### config.mk
export PLATFORM = sky130hd
export DESIGN_NAME = note_name_to_frequency
export DESIGN_NICKNAME = d
export VERILOG_FILES = /design/src/nnf_pkg.sv /design/src/nnf_parser.sv /design/src/nnf_freq.sv /design/src/note_name_to_frequency.sv
export SDC_FILE = /design/constraint.sdc
export NUM_CORES = 1
export LEC_CHECK = 0
export ABC_AREA = 0
export BUFFER_PORTS_ARGS = -buffer_cell sky130_fd_sc_hd__buf_4
export CAP_MARGIN = 5
export CORE_MARGIN = 8
export CORE_UTILIZATION = 65
export CTS_CLUSTER_SIZE = 14
export DETAILED_ROUTE_END_ITERATION = 7
export MAX_ROUTING_LAYER = met4
export PLACE_DENSITY_LB_ADDON = 0.2
export SETUP_SLACK_MARGIN = 0.2
export SYNTH_ARGS = -nofsm -noshare
export SYNTH_HDL_FRONTEND = slang
export SYNTH_SLANG_ARGS = --single-unit
### constraint.sdc
create_clock -name i_clk -period 9.4 [get_ports i_clk]
set_clock_uncertainty 0.1 [all_clocks]
set_input_delay 0.47 -clock i_clk [delete_from_list [all_inputs] [get_ports i_clk]]
set_output_delay 0.47 -clock i_clk [all_outputs]
set_load 0.05 [all_outputs]
### src/nnf_pkg.sv
// Package for the note name to frequency block: shared types, codes and tables.
// No dependencies; imported by every module under src.
package nnf_pkg;

    localparam int unsigned CHAR_W   = 8;
    localparam int unsigned SEMI_W   = 4;
    localparam int unsigned OFS_W    = 6;
    localparam int unsigned DIG_W    = 8;
    localparam int unsigned BASE_W   = 15;
    localparam int unsigned FREQ_W   = 22;
    localparam int unsigned OCT_W    = 10;
    localparam int unsigned SHIFT_W  = 3;
    localparam int unsigned NOTES    = 12;

    // Characters the parser looks for
    localparam logic [CHAR_W-1:0] CH_SHARP = 8'h23;
    localparam logic [CHAR_W-1:0] CH_FLAT  = 8'h62;
    localparam logic [CHAR_W-1:0] CH_PLUS  = 8'h2B;
    localparam logic [CHAR_W-1:0] CH_MINUS = 8'h2D;
    localparam logic [CHAR_W-1:0] CH_SPACE = 8'h20;
    localparam logic [CHAR_W-1:0] CH_TAB   = 8'h09;
    localparam logic [CHAR_W-1:0] CH_CR    = 8'h0D;
    localparam logic [CHAR_W-1:0] CH_ZERO  = 8'h30;
    localparam logic [CHAR_W-1:0] CH_NINE  = 8'h39;
    localparam logic [CHAR_W-1:0] CH_UP_A  = 8'h41;
    localparam logic [CHAR_W-1:0] CH_UP_G  = 8'h47;
    localparam logic [CHAR_W-1:0] CH_LO_A  = 8'h61;
    localparam logic [CHAR_W-1:0] CH_LO_Z  = 8'h7A;
    localparam logic [CHAR_W-1:0] CASE_BIT = 8'h20;

    localparam logic [SEMI_W-1:0] SEMI_TOP   = 4'd11;
    localparam logic [DIG_W-1:0]  DIG_MAX    = 8'd255;
    localparam logic [OCT_W-1:0]  OCT_DEF    = 10'd4;
    localparam logic [OCT_W-1:0]  OCT_LO     = 10'd1;
    localparam logic [OCT_W-1:0]  OCT_HI     = 10'd8;

    // Parsed note, handed from the parser to the frequency stage
    typedef struct packed {
        logic [SEMI_W-1:0]       semi;
        logic signed [OFS_W-1:0] ofs;
        logic [DIG_W-1:0]        dig;
        logic                    neg;
        logic                    bad;
    } t_note;

    // Semitone above A for letters A..G
    function automatic logic [SEMI_W-1:0] letter_semi(input logic [2:0] idx);
        logic [SEMI_W-1:0] s;
        unique case (idx)
            3'd0:    s = 4'd0;
            3'd1:    s = 4'd2;
            3'd2:    s = 4'd3;
            3'd3:    s = 4'd5;
            3'd4:    s = 4'd7;
            3'd5:    s = 4'd8;
            3'd6:    s = 4'd10;
            default: s = 4'd0;
        endcase
        return s;
    endfunction

    // round(55 * 2^(i/12) * 256), octave 1
    function automatic logic [BASE_W-1:0] base_q8(input logic [SEMI_W-1:0] idx);
        logic [BASE_W-1:0] b;
        unique case (idx)
            4'd0:    b = 15'd14080;
            4'd1:    b = 15'd14917;
            4'd2:    b = 15'd15804;
            4'd3:    b = 15'd16744;
            4'd4:    b = 15'd17740;
            4'd5:    b = 15'd18795;
            4'd6:    b = 15'd19912;
            4'd7:    b = 15'd21096;
            4'd8:    b = 15'd22351;
            4'd9:    b = 15'd23680;
            4'd10:   b = 15'd25088;
            4'd11:   b = 15'd26580;
            default: b = '0;
        endcase
        return b;
    endfunction

endpackage

### src/nnf_parser.sv
// Character parser: letter, accidentals, then an atoi-style octave number.
// Depends on nnf_pkg. Gives the finished note when the last character is taken.
module nnf_parser
    import nnf_pkg::*;
(
    input  logic              i_clk,
    input  logic              i_rst_n,
    input  logic              i_take,
    input  logic              i_last,
    input  logic [CHAR_W-1:0] i_ch,
    output t_note             o_note
);

    localparam logic [2:0] PH_LETTER = 3'd0;
    localparam logic [2:0] PH_ACCID  = 3'd1;
    localparam logic [2:0] PH_SPACE  = 3'd2;
    localparam logic [2:0] PH_DIGITS = 3'd3;
    localparam logic [2:0] PH_DONE   = 3'd4;

    localparam logic signed [OFS_W-1:0] OFS_MAX = 6'sd31;
    localparam logic signed [OFS_W-1:0] OFS_MIN = -6'sd32;

    logic [2:0]              r_phase, n_phase;
    logic [SEMI_W-1:0]       r_semi, n_semi;
    logic signed [OFS_W-1:0] r_ofs, n_ofs;
    logic [DIG_W-1:0]        r_dig, n_dig;
    logic                    r_neg, n_neg;
    logic                    r_bad, n_bad;

    logic [CHAR_W-1:0] up_ch;
    logic              is_letter, is_digit, is_ws, is_sign;
    logic [11:0]       dig_sum;
    logic [DIG_W-1:0]  dig_sat;
    logic              do_oct;
    logic [2:0]        oct_phase;

    // Character classes
    always_comb begin
        up_ch     = (i_ch >= CH_LO_A && i_ch <= CH_LO_Z) ? (i_ch - CASE_BIT) : i_ch;
        is_letter = up_ch >= CH_UP_A && up_ch <= CH_UP_G;
        is_digit  = i_ch >= CH_ZERO && i_ch <= CH_NINE;
        is_ws     = i_ch == CH_SPACE || (i_ch >= CH_TAB && i_ch <= CH_CR);
        is_sign   = i_ch == CH_PLUS || i_ch == CH_MINUS;
        // digits * 10 + new digit, saturating
        dig_sum   = ({4'd0, r_dig} << 3) + ({4'd0, r_dig} << 1)
                  + {4'd0, i_ch - CH_ZERO};
        dig_sat   = (dig_sum > {4'd0, DIG_MAX}) ? DIG_MAX : dig_sum[DIG_W-1:0];
    end

    // Next parser state
    always_comb begin
        n_phase   = r_phase;
        n_semi    = r_semi;
        n_ofs     = r_ofs;
        n_dig     = r_dig;
        n_neg     = r_neg;
        n_bad     = r_bad;
        do_oct    = 1'b0;
        oct_phase = r_phase;
        unique case (r_phase)
            PH_LETTER: begin
                if (is_letter) begin
                    n_semi  = letter_semi(up_ch[2:0] - 3'd1);
                    n_phase = PH_ACCID;
                end else begin
                    n_bad   = 1'b1;
                    n_phase = PH_DONE;
                end
            end
            PH_ACCID: begin
                if (i_ch == CH_SHARP) begin
                    if (r_semi >= SEMI_TOP) begin
                        n_semi = '0;
                        if (r_ofs != OFS_MAX) n_ofs = r_ofs + 6'sd1;
                    end else begin
                        n_semi = r_semi + 4'd1;
                    end
                end else if (i_ch == CH_FLAT) begin
                    if (r_semi == '0) begin
                        n_semi = SEMI_TOP;
                        if (r_ofs != OFS_MIN) n_ofs = r_ofs - 6'sd1;
                    end else begin
                        n_semi = r_semi - 4'd1;
                    end
                end else begin
                    n_phase   = PH_SPACE;
                    oct_phase = PH_SPACE;
                    do_oct    = 1'b1;
                end
            end
            PH_SPACE, PH_DIGITS: begin
                do_oct = 1'b1;
            end
            default: begin
            end
        endcase

        // Octave number, read like atoi
        if (do_oct) begin
            if (oct_phase == PH_SPACE) begin
                if (is_ws) begin
                end else if (is_sign) begin
                    n_neg   = i_ch == CH_MINUS;
                    n_phase = PH_DIGITS;
                end else if (is_digit) begin
                    n_dig   = dig_sat;
                    n_phase = PH_DIGITS;
                end else begin
                    n_phase = PH_DONE;
                end
            end else begin
                if (is_digit) n_dig   = dig_sat;
                else          n_phase = PH_DONE;
            end
        end
    end

    // State registers; cleared after the last character of a name
    always_ff @(posedge i_clk) begin
        if (!i_rst_n || (i_take && i_last)) begin
            r_phase <= PH_LETTER;
            r_semi  <= '0;
            r_ofs   <= '0;
            r_dig   <= '0;
            r_neg   <= 1'b0;
            r_bad   <= 1'b0;
        end else if (i_take) begin
            r_phase <= n_phase;
            r_semi  <= n_semi;
            r_ofs   <= n_ofs;
            r_dig   <= n_dig;
            r_neg   <= n_neg;
            r_bad   <= n_bad;
        end
    end

    assign o_note = '{semi: n_semi, ofs: n_ofs, dig: n_dig, neg: n_neg, bad: n_bad};

endmodule

### src/nnf_freq.sv
// Frequency stage: resolves the octave, clamps it and shifts the base table entry.
// Depends on nnf_pkg.
module nnf_freq
    import nnf_pkg::*;
(
    input  t_note             i_note,
    output logic [FREQ_W-1:0] o_freq,
    output logic              o_valid_res
);

    logic signed [OCT_W-1:0] oct_raw, oct_sum;
    logic [SHIFT_W-1:0]      shift;

    always_comb begin
        // Octave 0 or none means 4
        if (i_note.dig == '0)   oct_raw = OCT_DEF;
        else if (i_note.neg)    oct_raw = -$signed({2'b00, i_note.dig});
        else                    oct_raw = $signed({2'b00, i_note.dig});
        oct_sum = oct_raw + OCT_W'(i_note.ofs);

        // Clamp to 1..8, shift by octave - 1
        if (oct_sum < $signed(OCT_LO))      shift = '0;
        else if (oct_sum > $signed(OCT_HI)) shift = 3'd7;
        else                                shift = SHIFT_W'(oct_sum - $signed(OCT_LO));

        if (i_note.bad) begin
            o_freq      = '0;
            o_valid_res = 1'b0;
        end else begin
            o_freq      = {{(FREQ_W-BASE_W){1'b0}}, base_q8(i_note.semi)} << shift;
            o_valid_res = 1'b1;
        end
    end

endmodule

### src/note_name_to_frequency.sv
// Takes one character per cycle, unless the input is stalled, and on the final
// character gives the note's frequency in UQ14.8 hertz. The final character's
// note is held in a note register; the frequency computed from it is then
// registered in the output register when the output slot is free. While the
// output is held, the note register keeps its note. The input stalls only
// when the note register and the output register are both full.
// Depends on nnf_pkg, nnf_parser and nnf_freq.
module note_name_to_frequency
    import nnf_pkg::*;
(
    input  logic              i_clk,
    input  logic              i_rst_n,
    input  logic              i_s_axis_tvalid,
    output logic              o_s_axis_tready,
    input  logic [7:0]        i_s_axis_tdata,   // [7:0] ch
    input  logic              i_s_axis_tlast,   // last
    output logic              o_m_axis_tvalid,
    input  logic              i_m_axis_tready,
    output logic [23:0]       o_m_axis_tdata,   // [21:0] freq_q8, [23:22] zero
    output logic              o_m_axis_tuser    // valid_res
);

    logic              take, adv_out, stage_free;
    t_note             note_next;
    t_note             r_note;
    logic              r_p_valid;
    logic [FREQ_W-1:0] freq;
    logic              valid_res;
    logic              r_o_valid;
    logic [FREQ_W-1:0] r_freq;
    logic              r_valid_res;

    // Handshake: both stages move when the output slot is free
    assign adv_out         = !r_o_valid || i_m_axis_tready;
    assign stage_free      = !r_p_valid || adv_out;
    assign o_s_axis_tready = stage_free;
    assign take            = i_s_axis_tvalid && stage_free;

    nnf_parser u_parser (
        .i_clk   (i_clk),
        .i_rst_n (i_rst_n),
        .i_take  (take),
        .i_last  (i_s_axis_tlast),
        .i_ch    (i_s_axis_tdata[CHAR_W-1:0]),
        .o_note  (note_next)
    );

    // Finished note register
    always_ff @(posedge i_clk) begin
        if (!i_rst_n) begin
            r_p_valid <= 1'b0;
        end else if (take && i_s_axis_tlast) begin
            r_p_valid <= 1'b1;
        end else if (adv_out) begin
            r_p_valid <= 1'b0;
        end
    end

    always_ff @(posedge i_clk) begin
        if (take && i_s_axis_tlast) begin
            r_note <= note_next;
        end
    end

    nnf_freq u_freq (
        .i_note      (r_note),
        .o_freq      (freq),
        .o_valid_res (valid_res)
    );

    // Result register
    always_ff @(posedge i_clk) begin
        if (!i_rst_n) begin
            r_o_valid <= 1'b0;
        end else if (adv_out) begin
            r_o_valid <= r_p_valid;
        end
    end

    always_ff @(posedge i_clk) begin
        if (adv_out && r_p_valid) begin
            r_freq      <= freq;
            r_valid_res <= valid_res;
        end
    end

    assign o_m_axis_tvalid = r_o_valid;
    assign o_m_axis_tdata  = {2'b00, r_freq};
    assign o_m_axis_tuser  = r_valid_res;

    // A final character always fills the note register
    a_last_loads: assert property (@(posedge i_clk) disable iff (!i_rst_n)
        take && i_s_axis_tlast |=> r_p_valid)
        else $error("note register not loaded after final character");

    // Held note keeps a semitone in range
    a_semi_range: assert property (@(posedge i_clk) disable iff (!i_rst_n)
        r_p_valid |-> r_note.semi <= SEMI_TOP)
        else $error("semitone out of range");

    // Invalid result carries zero frequency
    a_bad_zero: assert property (@(posedge i_clk) disable iff (!i_rst_n)
        o_m_axis_tvalid && !o_m_axis_tuser |-> o_m_axis_tdata == '0)
        else $error("invalid note with nonzero frequency");

    // Valid result always carries a nonzero frequency
    a_good_nonzero: assert property (@(posedge i_clk) disable iff (!i_rst_n)
        o_m_axis_tvalid && o_m_axis_tuser |-> o_m_axis_tdata != '0)
        else $error("valid note with zero frequency");

endmodule

==> key figures, run 1 <==
Floorplan
  – CORE AREA: between 9000 and 10000 um^2
  – Boundary pin count: 40
  – Starting Density: 0.670
  – Rows: 35
  – Die area: approximately 13000 um^2
  – Height of the die: 114 um
  – Die Wd: 114 um

CTS
  – Total clock buffers created by CTS: 9
  – Clk sinks: 83
  – Resized cells post-CTS: 0
  – Clk_lat worst skew: between 0.3 and 0.4 ns
  – TritonCTS clock tree: yes
  – CTS clock-pin slew for the worst setup and hold paths: around 0.090 ns
  – CTS max path bufs: 2
  – Root buf cell: clkbuf_8
  – Post-CTS setup buffers: 0
  – H-tree depth: 3
  – CTS Hold Bufs: 0

Global route
  – Largest net degree at the start of global routing: 31
  – Total grt overflow: 0
  – First-pass GRT wire length: 25.5 mm
  – Number of global-route vias before repair: approximately 5300
  – Initial antenna violation count: 0
  – Total track usage: 0.245

Finish
  – N_diodes: 0
  – Fin nets: 788
  – Share of cells above drive strength 1: 0.129
  – Post-route cell area: 6740 um^2
  – Non-filler cells, final: 864
  – Syn-to-layout area delta: 8.39%
  – Util after Layout: 0.726

Worst setup path
  – Worst R2R Path Depth: 14
  – CP Class: register to register
  – CP Capture Type: register
  – RR Startpoint: r_note[4]$_DFFE_PP_
  – R2R setup slack: between 4 and 5 ns
  – R2R Path End: r_freq[17]$_SDFFCE_PP0P_
  – WP data arrival: 5.18 ns
  – Crit path max fanout: 21
  – Worst EP required: approximately 9.5 ns
  – Critical path startpoint category: register

Logic synthesis
  – Syn Area/Cell: 8.75 um^2
  – EDFF count, synth: 43
  – Post-synth ARST share: 0
  – Cell count after synthesis: 711
  – Synth Warn #: 0
  – Synthesized area: 6220 um^2
  – Dominant synthesized flop cell: edfxtp_1
  – Seq/Total Area, Yosys: 0.336
  – Distinct cells, synth: 81
  – Synth Register Bits: 83

Power
  – Final Power: 0.913 mW
  – Worst vdd ir: 0.0000809 V
  – PwrDens: 135 nW/um^2
  – Leakage: 2.59 nW

Placement
  – Gpl congestion: 0.904
  – Post-DP Area: 6540 um^2
  – DP Worst Slack: 4.40 ns
  – Detail Placement HPWL: 11.5 mm
  – Post-placement cell count: between 800 and 900
  – IO Port Bufs: 37

STA
  – Fin Setup TNS: 0 ns
  – Final Slew Violations: 0
  – RSZ-0062 raised after global routing: false
  – Tmin final: 5.12 ns
  – FMAX: between 0.15 and 0.2 GHz
  – PnR worst setup slack: 4.28 ns
  – Tcrit/Tclk final: 0.545
  – Fin. Hold Viols: 0
  – WHS: ~0.24 ns
  – Slew @ Worst Pin: 1.16 ns
  – Worst slew margin: 0.223
  – # setup viols final: 0

Status
  – Status: complete, no violations

Drt
  – Starting DRC count in detailed routing: 475
  – TritonRoute pass-1 iters: 5
  – DRC viols: 0
  – WL per Instance: 17.6 um
  – Total number of vias: 5562
  – WL final: 15.2 mm
  – Antenna viol nets, final: 0
  – Via/cell ratio: 6.44

Job
  – Max cap viols: 0

Hold path
  – Worst hold-check path type: input port to register
  – WHS Endpoint: o_m_axis_tvalid$_SDFFE_PN0P_
  – HP Start: i_rst_n
  – Hold Path Cell Cnt: 2
[layout make-up]
cell class	count	area, um^2
Multi-Input combinational cell	541	3780
Fill cell	750	2540
Sequential cell	83	2090
Timing Repair Buffer	42	315
Inverter	53	199
Tap cell	129	161
Clock buffer	9	124
Clock inverter	7	75.1
[placed cells by master, fill, tap and decap left out, types with 16 or more instances in the layout]
cell type	count
buf_4	42
nand3_1	20
nor2_1	67
nor3_1	18
ha_1	38
nand2_1	60
dfxtp_1	40
edfxtp_1	43
inv_1	53
o21ai_0	38
a21oi_1	39
mux2i_1	16
[worst max path at each step]
stage | startpoint | end | cells after the start
floorplan | r_note[4]$_DFFE_PP_ | r_freq[13]$_SDFFCE_PP0P_ | 15
global placement | r_note[4]$_DFFE_PP_ | r_freq[14]$_SDFFCE_PP0P_ | 14
detailed placement | r_note[4]$_DFFE_PP_ | r_freq[17]$_SDFFCE_PP0P_ | 14
CTS | r_note[4]$_DFFE_PP_ | r_freq[17]$_SDFFCE_PP0P_ | 14
global route | r_note[4]$_DFFE_PP_ | r_freq[14]$_SDFFCE_PP0P_ | 14
finish | r_note[4]$_DFFE_PP_ | r_freq[17]$_SDFFCE_PP0P_ | 14
[worst max-delay path, cell delays in order, from the launching register on]
cell and delay (ns):
edfxtp_1 0.45, or3_4 0.44, or2_2 0.32, nor2_1 0.14, nand2_1 0.12, and2_1 0.18, ha_1 0.31, a211oi_2 0.09
or4_4 0.56, and4_4 0.21, o211a_1 0.21, and3_1 0.50, nor3_4 0.55, mux2_2 0.41, o32ai_1 0.32
[cell usage after synthesis (9+ instances only)]
library cell	n	area, um^2
nor2_1	67	251
nand2_1	60	225
inv_1	53	199
edfxtp_1	43	1290
dfxtp_1	40	801
a21oi_1	39	195
ha_1	38	475
o21ai_0	38	190
nand3_1	20	100
clkbuf_1	19	71.3
nor3_1	18	90.1
mux2i_1	16	160
a211oi_1	14	105
a31oi_1	12	75.1
buf_2	11	55.1
xnor2_1	11	96.3
mux2_2	10	113
and2_1	9	56.3
and3_1	9	56.3
nor3b_1	9	67.6
o31ai_1	9	67.6
o32ai_1	9	78.8
[logic make-up after synthesis]
kind of cell / share of synthesized area
simple gates: 0.206
compound gates: 0.227
buf+inv: 0.0577
flops: 0.336
fa+ha+maj: 0.0990
mux: 0.0438
xor+xnor: 0.0292
other cells: 0.000603
[power breakdown]
part / internal, mW / total [mW] / switching [mW]
Combinational: 0.0872 / 0.229 / 0.141
Sequential: 0.401 / 0.419 / 0.0182
Clock: 0.125 / 0.266 / 0.141
[layer usage]
layer | vias up | GRT usage | part of all wire
li1 | 2671 | - | -
met1 | 2653 | 0.316 | 0.46
met4 | 0 | 0.0665 | 0.017
met5 | - | - | 0
met2 | 208 | 0.382 | 0.47
met3 | 30 | 0.0491 | 0.063
Power figures use the tool's default switching activity.
==> run 2: changes to the inputs <==
--- a/config.mk
+++ b/config.mk
@@ -9,7 +9,7 @@
 export BUFFER_PORTS_ARGS = -buffer_cell sky130_fd_sc_hd__buf_4
 export CAP_MARGIN = 5
 export CORE_MARGIN = 8
-export CORE_UTILIZATION = 65
+export CORE_UTILIZATION = 56
 export CTS_CLUSTER_SIZE = 14
 export DETAILED_ROUTE_END_ITERATION = 7
 export MAX_ROUTING_LAYER = met4
==> constraint.sdc (replaced) <==
create_clock -name i_clk -period 4.4 [get_ports i_clk]
set_clock_uncertainty 0.1 [all_clocks]
set_input_delay 0.22 -clock i_clk [delete_from_list [all_inputs] [get_ports i_clk]]
set_output_delay 0.22 -clock i_clk [all_outputs]
set_load 0.05 [all_outputs]
==> key figures, run 2 (same netlist as run 1, synthesis figures left out) <==
Job
  – Max cap viols: 0

Drt
  – WL final: 16.6 mm
  – Total number of vias: 5718
  – WL per Instance: 18.3 um
  – Starting DRC count in detailed routing: 553
  – Via/cell ratio: 6.30
  – DRC viols: 0
  – Antenna viol nets, final: 0
  – TritonRoute pass-1 iters: 7

Finish
  – Share of cells above drive strength 1: 0.214
  – Commonest cells after routing, fill and taps aside: 68 x buf_4, 64 x nor2_1, 58 x nand2_1
  – Non-filler cells, final: 908
  – N_diodes: 0
  – Syn-to-layout area delta: 17.8%
  – Fin nets: 821
  – Commonest non-fill, non-tap cell in the layout: buf_4
  – Filler cells: 843

STA
  – Slew @ Worst Pin: between 1 and 1.5 ns
  – Fin Setup TNS: 0 ns
  – Fin. Hold Viols: 0
  – RSZ-0062 raised after global routing: true
  – # setup viols final: 0
  – Worst slew margin: 0.173
  – Tmin final: 4.18 ns
  – Tcrit/Tclk final: 0.949
  – Final Slew Violations: 0
  – FMAX: 0.239 GHz

CTS
  – TritonCTS clock tree: yes
  – Clk_lat worst skew: 0.35 ns
  – CTS clock-pin slew for the worst setup and hold paths: 0.09 ns
  – CTS max path bufs: 2
  – Clk sinks: 83
  – Root buf cell: clkbuf_8
  – H-tree depth: 3
  – Total clock buffers created by CTS: 9

Placement
  – Detail Placement HPWL: roughly 11 mm
  – Post-placement cell count: 873
  – IO Port Bufs: 37
  – Gpl congestion: 0.896

Status
  – Status: complete, no violations

Global route
  – Number of global-route vias before repair: 5279
  – Total grt overflow: 0
  – Total track usage: 0.217
  – First-pass GRT wire length: 25.8 mm
  – Largest net degree at the start of global routing: 31
  – Initial antenna violation count: 0

Power
  – Internal: 1.38 mW
  – Reg power frac: 0.432
  – Sw frac: 0.335
  – Clock power share: 0.272
  – P_sw: 0.695 mW
  – Worst vdd ir: 0.000194 V
  – Leakage: 2.84 nW
  – PwrDens: 283 nW/um^2
  – Combinational power share: 0.296

Floorplan
  – Boundary pin count: 40
  – CORE AREA: 10800 um^2
  – Die Wd: 121 um
  – Height of the die: between 100 and 150 um
  – Rows: 38
  – Starting Density: 0.574
  – Die area: ~15000 um^2

Worst setup path
  – Worst EP required: ~4.4 ns
  – Critical path startpoint category: register
  – Slowest-stage cell, CP: or4_4
  – CP Class: register to register
  – CP Cell Sequence: or3_4, or2_4, nor2_4, and2_4, nor2_1, ha_1, nand2_2, or4_4, and4_4, o211a_1, and3_4, buf_8, a211o_2, a32o_2, a32o_1
  – WP data arrival: 4.19 ns
  – Crit path max fanout: 7
  – Family with the most delay on the worst path: simple AND/OR/NAND/NOR gates
  – CP Capture Type: register
  – Slowest stage delay, CP: between 0.5 and 0.6 ns
  – Buf/Inv on CP: 1

Hold path
  – Worst hold-check path type: input port to register
==> run 2: cell count changes in the layout (fill, tap and decap cells not counted), sizes merged <==
cell | before | now
dlygate4sd3 | 0 | 1
clkbuf | 9 | 12
buf | 42 | 72
inv | 55 | 53
o41a | 2 | 4
bufinv | 1 | 0
==> run 2: per-stage QoR <==
| stage | setup slack [ns] | utilization | hold WS (ns) | instance area (um^2) | total power [mW] |
|---|---|---|---|---|---|
| finish | 0.224 | 0.676 | 0.0974 | 7330 | 2.08 |
| floorplan | 0.207 | - | 0.238 | 6290 | 1.29 |
| CTS | 0.204 | 0.653 | 0.0836 | 7080 | 2.00 |
| detailed placement | -0.0136 | 0.620 | 0.356 | 6720 | 1.42 |
| global route | 0.0925 | 0.676 | 0.104 | 7330 | 2.16 |
| global placement | 0.130 | 0.620 | 0.345 | 6720 | 1.41 |
==> run 2: tightest hold or removal path, cell delays in order <==
cell and delay, ns:
buf_4 0.08, nor2b_1 0.05, o21a_1 0.16
==> run 2: final cells by class <==
class | count | area [um^2] | area share
well taps | 140 | 175 | 0.0239
flip-flops and latches | 83 | 2090 | 0.285
multi-input cells | 543 | 4090 | 0.558
clock buffers | 12 | 178 | 0.0242
clock inverters | 4 | 30.0 | 0.00410
repair buffers | 73 | 569 | 0.0777
inverters | 53 | 199 | 0.0271
==> run 2: final timing paths <==
kind	cells past startpoint	end	from	slack, ns
worst max-delay path	15	r_freq[6]$_SDFFCE_PP0P_	r_note[6]$_DFFE_PP_	0.22
worst min-delay path	3	o_m_axis_tvalid$_SDFFE_PN0P_	i_m_axis_tready	0.1
worst max register to register	15	r_freq[6]$_SDFFCE_PP0P_	r_note[6]$_DFFE_PP_	0.22
worst min register to register	2	u_parser.r_neg$_SDFFE_PP0P_	u_parser.r_neg$_SDFFE_PP0P_	0.36
==> run 2: power groups by stage <==
stage                     clock (mW)  combinational, mW  sequential, mW
after CTS                      0.571              0.540           0.893
after detailed placement           0              0.510           0.911
final                          0.564              0.614           0.898
after global placement             0              0.496           0.910
after floorplan                    0              0.370           0.922
after global routing           0.599              0.656           0.901
==> run 2: per-layer routing <==
layer	vias to the layer above	routed length, um	track usage
met5	-	0	-
met4	0	374	0.0571
met3	55	1170	0.0372
met2	214	7640	0.342
met1	2712	7400	0.283
li1	2737	-	-
==> run 2: timing repair <==
action	in CTS	in global routing
setup endpoints to repair	18	22
gates cloned	1	2
endpoints found under the hold margin	1	0
hold buffers	1	0
pin swaps	5	23
setup buffers	6	9
resized for setup	18	36
==> run 3: changes to the inputs <==
--- a/config.mk
+++ b/config.mk
@@ -9,7 +9,7 @@
 export BUFFER_PORTS_ARGS = -buffer_cell sky130_fd_sc_hd__buf_4
 export CAP_MARGIN = 5
 export CORE_MARGIN = 8
-export CORE_UTILIZATION = 56
+export CORE_UTILIZATION = 32
 export CTS_CLUSTER_SIZE = 14
 export DETAILED_ROUTE_END_ITERATION = 7
 export MAX_ROUTING_LAYER = met4
==> key figures, run 3 (same netlist as run 1, synthesis figures left out) <==
Power
  – Final Power: 2.25 mW
  – Worst vdd ir: about 0.00018 V
  – PwrDens: 298 nW/um^2
  – Leakage: approximately 2.9 nW

Placement
  – Detail Placement HPWL: approximately 12 mm
  – Gpl congestion: about 0.84
  – Post-placement cell count: 995
  – IO Port Bufs: 37
  – Post-DP Area: 6880 um^2

Finish
  – Syn-to-layout area delta: 21.3%
  – Post-route cell area: 7550 um^2
  – Util after Layout: 0.392
  – Share of cells above drive strength 1: 0.203
  – N_diodes: 0
  – Commonest non-fill, non-tap cell in the layout: nor2_1
  – Non-filler cells, final: 1027
  – Commonest cells after routing, fill and taps aside: 64 x nor2_1, 63 x buf_4, 59 x nand2_1
  – Filler cells: between 1500 and 2000
  – Fin nets: 815

CTS
  – Total clock buffers created by CTS: 9
  – TritonCTS clock tree: yes
  – Clk_lat worst skew: 0.35 ns
  – CTS clock-pin slew for the worst setup and hold paths: 0.07 ns
  – Clk sinks: 83
  – CTS max path bufs: 2
  – H-tree depth: 3
  – Root buf cell: clkbuf_16

Worst setup path
  – WP data arrival: about 4.1 ns
  – Worst EP required: 4.40 ns
  – CP Cell Sequence: or3_4, or2_4, nor2_4, and2_4, nor2_2, ha_4, nand2_2, or4_4, and4_4, or2_4, and4_4, buf_6, a211o_4, a32o_2, a32o_1
  – CP Class: register to register
  – Slowest-stage cell, CP: or4_4
  – CP Capture Type: register
  – Critical path startpoint category: register
  – Family with the most delay on the worst path: simple AND/OR/NAND/NOR gates
  – Slowest stage delay, CP: 0.59 ns
  – Buf/Inv on CP: 1
  – Crit path max fanout: 8

Global route
  – Total track usage: 0.134
  – First-pass GRT wire length: 25.9 mm
  – Largest net degree at the start of global routing: 24
  – Initial antenna violation count: 0
  – Total grt overflow: 0
  – Number of global-route vias before repair: slightly above 5000

Drt
  – Total number of vias: between 5000 and 6000
  – Highest metal used: met4
  – WL final: 16.4 mm
  – Met2 WL: 7.84 mm
  – Met1 wire length: 7.61 mm
  – TritonRoute pass-1 iters: 5
  – Starting DRC count in detailed routing: 364
  – DRC viols: 0
  – Via/cell ratio: 5.38
  – Met3 WL post-DR: just under 700 um
  – Antenna viol nets, final: 0
  – WL per Instance: between 15 and 20 um

STA
  – Tmin final: between 4 and 5 ns
  – Fin. Hold Viols: 0
  – FMAX: 0.244 GHz
  – Slew @ Worst Pin: 1.08 ns
  – Tcrit/Tclk final: 0.931
  – Fin Setup TNS: 0 ns
  – Final Slew Violations: 0
  – Worst slew margin: 0.276
  – RSZ-0062 raised after global routing: true
  – # setup viols final: 0

Floorplan
  – Height of the die: 155 um
  – Die area: 24200 um^2
  – Boundary pin count: 40
  – Die Wd: 155 um
  – CORE AREA: 19300 um^2
  – Rows: 51
  – Starting Density: 0.323

Status
  – Status: complete, no violations

Hold path
  – Worst hold-check path type: input port to register

Job
  – Max cap viols: 0
-- run 3: worst reg2reg max path: stages (launching register included) --
cell      delay, ns
edfxtp_1       0.39
or3_4          0.41
or2_4          0.28
nor2_4         0.09
and2_4         0.15
nor2_2         0.05
ha_4           0.27
nand2_2        0.06
or4_4          0.59
and4_4         0.18
or2_4          0.23
and4_4         0.17
buf_6          0.14
a211o_4        0.31
a32o_2         0.23
a32o_1         0.22
-- run 3: layout make-up --
cell class / instances / area (um^2) / share of cell area
tap: 265 / 332 / 0.0439
sequential: 83 / 2090 / 0.277
clock inverter: 4 / 30.0 / 0.00398
timing repair buffer: 68 / 551 / 0.0729
inverter: 53 / 199 / 0.0264
multi-input combinational: 542 / 4070 / 0.539
clock buffer: 12 / 278 / 0.0368
-- run 3: routing by layer --
layer / track usage / vias up
met5: - / -
met4: 0.0374 / 0
met3: 0.0252 / 22
met2: 0.218 / 140
met1: 0.168 / 2638
li1: - / 2721
-- run 3: repair_timing --
item                       4_1_cts  5_1_grt
pin swaps                        3       14
buffers inserted                 4        9
hold buffers                     1        0
hold endpoints to repair         1        0
gates resized for setup          6       39
gates cloned                     0        2
setup endpoints to repair       19       21
-- run 3: path summary, 6_finish.rpt --
path | startpoint | end | slack, ns | cells past startpoint
setup reg to reg | r_note[6]$_DFFE_PP_ | r_freq[6]$_SDFFCE_PP0P_ | 0.31 | 15
hold / removal | i_m_axis_tready | o_m_axis_tvalid$_SDFFE_PN0P_ | 0.11 | 3
hold reg to reg | u_parser.r_neg$_SDFFE_PP0P_ | u_parser.r_neg$_SDFFE_PP0P_ | 0.37 | 2
setup / recovery | r_note[6]$_DFFE_PP_ | r_freq[6]$_SDFFCE_PP0P_ | 0.31 | 15
-- run 3: report_power, final --
group          total, mW  switching (mW)  leakage (nW)  internal, mW
Clock              0.770           0.319         0.156         0.451
Combinational      0.584           0.339          1.96         0.246
Sequential         0.893          0.0361         0.737         0.856
Total               2.25           0.694          2.86          1.55
-- run 3: stage by stage --
| stage | setup slack [ns] | hold WS [ns] |
|---|---|---|
| final | 0.305 | 0.108 |
| after global routing | 0.168 | 0.102 |
| after CTS | 0.215 | 0.0917 |
| after detailed placement | -0.0366 | 0.355 |
| after global placement | 0.0675 | 0.342 |
| after floorplan | 0.207 | 0.238 |
